[src/design/h264ro_pkg.sv]
`timescale 1ns / 1ps

package h264ro_pkg;

  localparam int REORDER_DEPTH_DEF = 16;
  localparam int MAP_DEPTH_DEF     = 4096;

  localparam int CMD_W  = 2;
  localparam int OC_W   = 32;
  localparam int IDX_W  = 12;
  localparam int KIND_W = 2;
  localparam int OFS_W  = 14;

  localparam logic [CMD_W-1:0] CMD_ADD   = 2'd0;
  localparam logic [CMD_W-1:0] CMD_FLUSH = 2'd1;
  localparam logic [CMD_W-1:0] CMD_QUERY = 2'd2;

  localparam logic [KIND_W-1:0] KIND_PLACE  = 2'd0;
  localparam logic [KIND_W-1:0] KIND_OFFSET = 2'd1;
  localparam logic [KIND_W-1:0] KIND_FULL   = 2'd2;

  typedef struct packed {
    logic load;
    logic q_read;
    logic clear_step;
    logic insert;
    logic scan_init;
    logic scan_step;
    logic remove;
    logic last;
    logic emit_full;
    logic emit_query;
  } dp_cmd_t;

  typedef struct packed {
    logic in_add;
    logic in_flush;
    logic in_query;
    logic in_idr;
    logic map_full;
    logic slots_empty;
    logic will_fill;
    logic drain_last;
    logic scan_done;
    logic out_free;
    logic clear_last;
  } dp_status_t;

endpackage

[src/design/h264ro_ctrl.sv]
`timescale 1ns / 1ps

module h264ro_ctrl (
  input  logic                   clk,
  input  logic                   rst,
  input  logic                   in_valid,
  output logic                   in_ready,
  input  h264ro_pkg::dp_status_t status,
  output h264ro_pkg::dp_cmd_t    cmd
);
  import h264ro_pkg::*;

  localparam logic [2:0] S_CLEAR     = 3'd0;
  localparam logic [2:0] S_IDLE      = 3'd1;
  localparam logic [2:0] S_INSERT    = 3'd2;
  localparam logic [2:0] S_SCAN_INIT = 3'd3;
  localparam logic [2:0] S_SCAN      = 3'd4;
  localparam logic [2:0] S_REMOVE    = 3'd5;
  localparam logic [2:0] S_FULL      = 3'd6;
  localparam logic [2:0] S_QUERY     = 3'd7;

  logic [2:0] state, state_next;
  logic       drain, drain_next;
  logic       then_insert, then_insert_next;

  always_ff @(posedge clk) begin
    if (rst) begin
      state       <= S_CLEAR;
      drain       <= 1'b0;
      then_insert <= 1'b0;
    end else begin
      state       <= state_next;
      drain       <= drain_next;
      then_insert <= then_insert_next;
    end
  end

  always_comb begin
    state_next       = state;
    drain_next       = drain;
    then_insert_next = then_insert;
    cmd              = '0;
    in_ready         = 1'b0;
    case (state)
      S_CLEAR: begin
        cmd.clear_step = 1'b1;
        if (status.clear_last) state_next = S_IDLE;
      end
      S_IDLE: begin
        in_ready = 1'b1;
        if (in_valid) begin
          cmd.load = 1'b1;
          if (status.in_add) begin
            if (status.map_full) begin
              state_next = S_FULL;
            end else if (status.in_idr && !status.slots_empty) begin
              drain_next       = 1'b1;
              then_insert_next = 1'b1;
              state_next       = S_SCAN_INIT;
            end else begin
              state_next = S_INSERT;
            end
          end else if (status.in_flush) begin
            if (!status.slots_empty) begin
              drain_next       = 1'b1;
              then_insert_next = 1'b0;
              state_next       = S_SCAN_INIT;
            end
          end else if (status.in_query) begin
            cmd.q_read = 1'b1;
            state_next = S_QUERY;
          end
        end
      end
      S_INSERT: begin
        cmd.insert = 1'b1;
        if (status.will_fill) begin
          drain_next       = 1'b0;
          then_insert_next = 1'b0;
          state_next       = S_SCAN_INIT;
        end else begin
          state_next = S_IDLE;
        end
      end
      S_SCAN_INIT: begin
        cmd.scan_init = 1'b1;
        state_next    = S_SCAN;
      end
      S_SCAN: begin
        if (status.scan_done) state_next = S_REMOVE;
        else cmd.scan_step = 1'b1;
      end
      S_REMOVE: begin
        if (status.out_free) begin
          cmd.remove = 1'b1;
          cmd.last   = !drain || status.drain_last;
          if (drain && !status.drain_last) state_next = S_SCAN_INIT;
          else if (drain && then_insert) state_next = S_INSERT;
          else state_next = S_IDLE;
        end
      end
      S_FULL: begin
        if (status.out_free) begin
          cmd.emit_full = 1'b1;
          state_next    = S_IDLE;
        end
      end
      S_QUERY: begin
        if (status.out_free) begin
          cmd.emit_query = 1'b1;
          state_next     = S_IDLE;
        end
      end
      default: state_next = S_IDLE;
    endcase
  end

endmodule

[config.mk]
export PLATFORM = sky130hd
export DESIGN_NAME = h264ro_ctrl
export DESIGN_NICKNAME = d
export VERILOG_FILES = /design/src/design/h264ro_pkg.sv /design/src/design/h264ro_ctrl.sv
export SDC_FILE = /design/constraint.sdc
export NUM_CORES = 1
export LEC_CHECK = 0
export BUFFER_PORTS_ARGS = -buffer_cell sky130_fd_sc_hd__buf_4
export CAP_MARGIN = 20
export CORE_AREA = 2 2 39 41
export DETAILED_ROUTE_END_ITERATION = 12
export DIE_AREA = 0 0 41 43
export PLACE_DENSITY = 0.67
export REMOVE_ABC_BUFFERS = 1
export SLEW_MARGIN = 20
export SYNTH_ARGS = -nofsm -noshare
export SYNTH_HDL_FRONTEND = slang
export SYNTH_SLANG_ARGS = --single-unit
[constraint.sdc]
create_clock -name clk -period 1.6 [get_ports clk]
set_input_delay 0.16 -clock clk [delete_from_list [all_inputs] [get_ports clk]]
set_output_delay 0.16 -clock clk [all_outputs]
set_load 0.1 [all_outputs]
==> impl_metrics.env <==
export IMPL_status="completed"
export IMPL_power_total_uw=1650
export IMPL_clkTransAtPathRegs_ps=50
export IMPL_ant_nets=0
export IMPL_cap_violations=0
export IMPL_drt_met1_wl_um=516
export IMPL_crit_path_frequent_cell="nor2b_4"
export IMPL_drt_iter0_markers=3
export IMPL_area_growth_pct=79.0
export IMPL_p_int_uw=724
export IMPL_placedCellCount=109
export IMPL_placed_cell_area_um2=709
export IMPL_postSynthCellCount=63
export IMPL_num_antenna_cells=0
export IMPL_critical_path_cell_chain="buf_4 -> nor2b_4 -> nor2b_4 -> a21boi_4 -> buf_12"
export IMPL_clock_power_share=0.089
export IMPL_endpoint_kind="output pin"
export IMPL_path_max_fanout=6
export IMPL_rsz0062_at_grt="true"
export IMPL_crit_slowest_cell="dfxtp_2"
export IMPL_hold_viol=0
export IMPL_drc_errors=0
export IMPL_maxSlewViolCount=0
export IMPL_finalClockSkew_ps=4.87
export IMPL_gp_congestion=0.735
export IMPL_leakagePower_uw=0.000358
export IMPL_clock_path_buffers=2
export IMPL_routed_wirelength_um=1300
export IMPL_grt_pass1_vias=530
export IMPL_dp_worst_setup_slack_ps=33.9
export IMPL_cts_made_buffers=3
export IMPL_die_w_um=41
export IMPL_layout_cells_non_filler=114
export IMPL_start_util=0.331
export IMPL_netlist_top_cells_area="dfxtp_1 (22%), nor2b_1 (8.2%), nand2_1 (6.6%)"
export IMPL_grt_start_max_net_pins=9
export IMPL_drive_gt1_frac=0.500
export IMPL_core_area_um2=1380
export IMPL_synth_ff_type="dfxtp_1"
export IMPL_routed_wl_met3_um=75
export IMPL_yosys_warnings=0
export IMPL_ctsHoldBuffers=0
export IMPL_via_per_inst=5.21
export IMPL_pwr_share_seq=0.158
export IMPL_dieArea_um2=1760
export IMPL_wl_met2_um=677
export IMPL_io_buffer_count=24
export IMPL_crit_arrival_ps=1400
export IMPL_max_slew_margin=0.789
export IMPL_highest_layer="met4"
export IMPL_grt_use_total=0.170
export IMPL_first_pass_iters=4
export IMPL_setup_viol_count_final=0
export IMPL_post_drt_wl_per_cell_um=11.4
export IMPL_max_freq_mhz=642
export IMPL_synth_area_um2=458
export IMPL_nets=113
export IMPL_grt_pass1_wl_um=1980
export IMPL_hpwlAfterDp_um=1050
export IMPL_fp_row_count=14
export IMPL_ir_drop_mv=0.969
export IMPL_overflow=0
export IMPL_yosysTopAreaCell="dfxtp_1"
export IMPL_fin_area_um2=820
export IMPL_crit_path_max_incr_delay_ps=350
export IMPL_synth_edf_count=0
export IMPL_clkLatencyLatePin_ps=250
export IMPL_async_flop_share=0
export IMPL_yosysSeqAreaShare=0.219
export IMPL_holdWs_ps=101
export IMPL_htree_levels=1
export IMPL_num_vias=594
export IMPL_synth_top_area_share=0.219
export IMPL_pwr_density_cell_nw_per_um2=2020
export IMPL_hold_path_class="in -> reg"
export IMPL_synthTopCellsByCount="nand2_1 (8), nor2_1 (8), nor2b_1 (6)"
export IMPL_worstSetupStartpointType="flop"
export IMPL_setup_ws_ps=42.2
export IMPL_antenna_found_initial=0
export IMPL_period_share=0.974
export IMPL_die_h_um=43
export IMPL_synth_seq_cells=5
export IMPL_io_pins=25
export IMPL_switching_power_uw=929
export IMPL_root_buffer="clkbuf_4"
export IMPL_power_frac_comb=0.753
export IMPL_cts_sinks=5
export IMPL_setup_worst_path_class="reg -> out"
export IMPL_layout_min_cycle_time_ps=1560
export IMPL_cts_tree="done"
export IMPL_syn_avg_cell_area_um2=7.27
export IMPL_synth_cell_types=27
export IMPL_tightest_slew_ps=312
export IMPL_swShare=0.562
export IMPL_critPathRequiredTime_ps=1440
## cells in the final DEF, fill, tap and decap left out, types with 3 or more instances in the layout
master / synthesis / layout
o21ai_0: 4 / 4
dfxtp_2: 0 / 3
nor2_1: 8 / 8
nand2_1: 8 / 8
clkbuf_4: 0 / 3
nor2b_1: 6 / 4
inv_1: 3 / 3
o211ai_1: 3 / 3
buf_4: 1 / 30
## registers in the layout (all words and copies together), names as in the netlist
signal       cells
then_insert      1
drain            1
state            3
## path summary, 6_finish.rpt
check / depth (start not counted) / slack (ps) / endpoint / start
setup / recovery: 5 / 40 / cmd[2] / state[1]
hold / removal: 2 / 100 / state[2] / rst
setup reg to reg: 5 / 80 / state[0] / state[1]
hold reg to reg: 2 / 540 / then_insert / then_insert
## what timing repair did
action                                  4_1_cts  5_1_grt
hold endpoints to repair                      0        0
buffers inserted                              1        0
gates cloned                                  0        0
resized for setup                            14        7
endpoints found under the setup margin        3        5
pin swaps                                     1        1
## cell type report
class / instances / area [µm²]
tap: 16 / 20.0
fill: 138 / 564
inverter: 3 / 11.3
clock buffer: 4 / 26.3
multi-input combinational: 52 / 370
timing repair buffer: 34 / 288
sequential: 5 / 104
## cell families after synthesis
kind of cell / synth area share
compound gates: 0.295
buf+inv: 0.0601
flops: 0.219
mux: 0.0437
simple gates: 0.383
## power by group through the flow
| stage | Combinational [µW] | Clock [µW] | Sequential [µW] |
|---|---|---|---|
| after floorplan | 747 | 0 | 260 |
| after global placement | 1180 | 0 | 234 |
| after detailed placement | 1180 | 0 | 239 |
| after CTS | 1210 | 150 | 255 |
| after global routing | 1330 | 155 | 267 |
| final | 1240 | 148 | 261 |
## critical path: cells and delay by family (launching register included)
kind / cells / cell delay, ps
buf+inv: 2 / 350
simple gates: 2 / 270
compound gates: 1 / 190
flops: 1 / 350
## per-layer routing
metal / GRT usage / up-vias
met2: 0.300 / 23
met1: 0.164 / 268
li1: - / 299
met5: 0 / -
met4: 0.120 / 0
met3: 0.0209 / 4
## through the flow
| stage | TNS [ps] | utilization |
|---|---|---|
| floorplan | -17920 | - |
| global placement | 0 | 0.513 |
| detailed placement | 0 | 0.513 |
| CTS | 0 | 0.568 |
| global route | -2.18 | 0.592 |
| finish | 0 | 0.592 |
No activity file was read; power rests on OpenSTA's default activity.
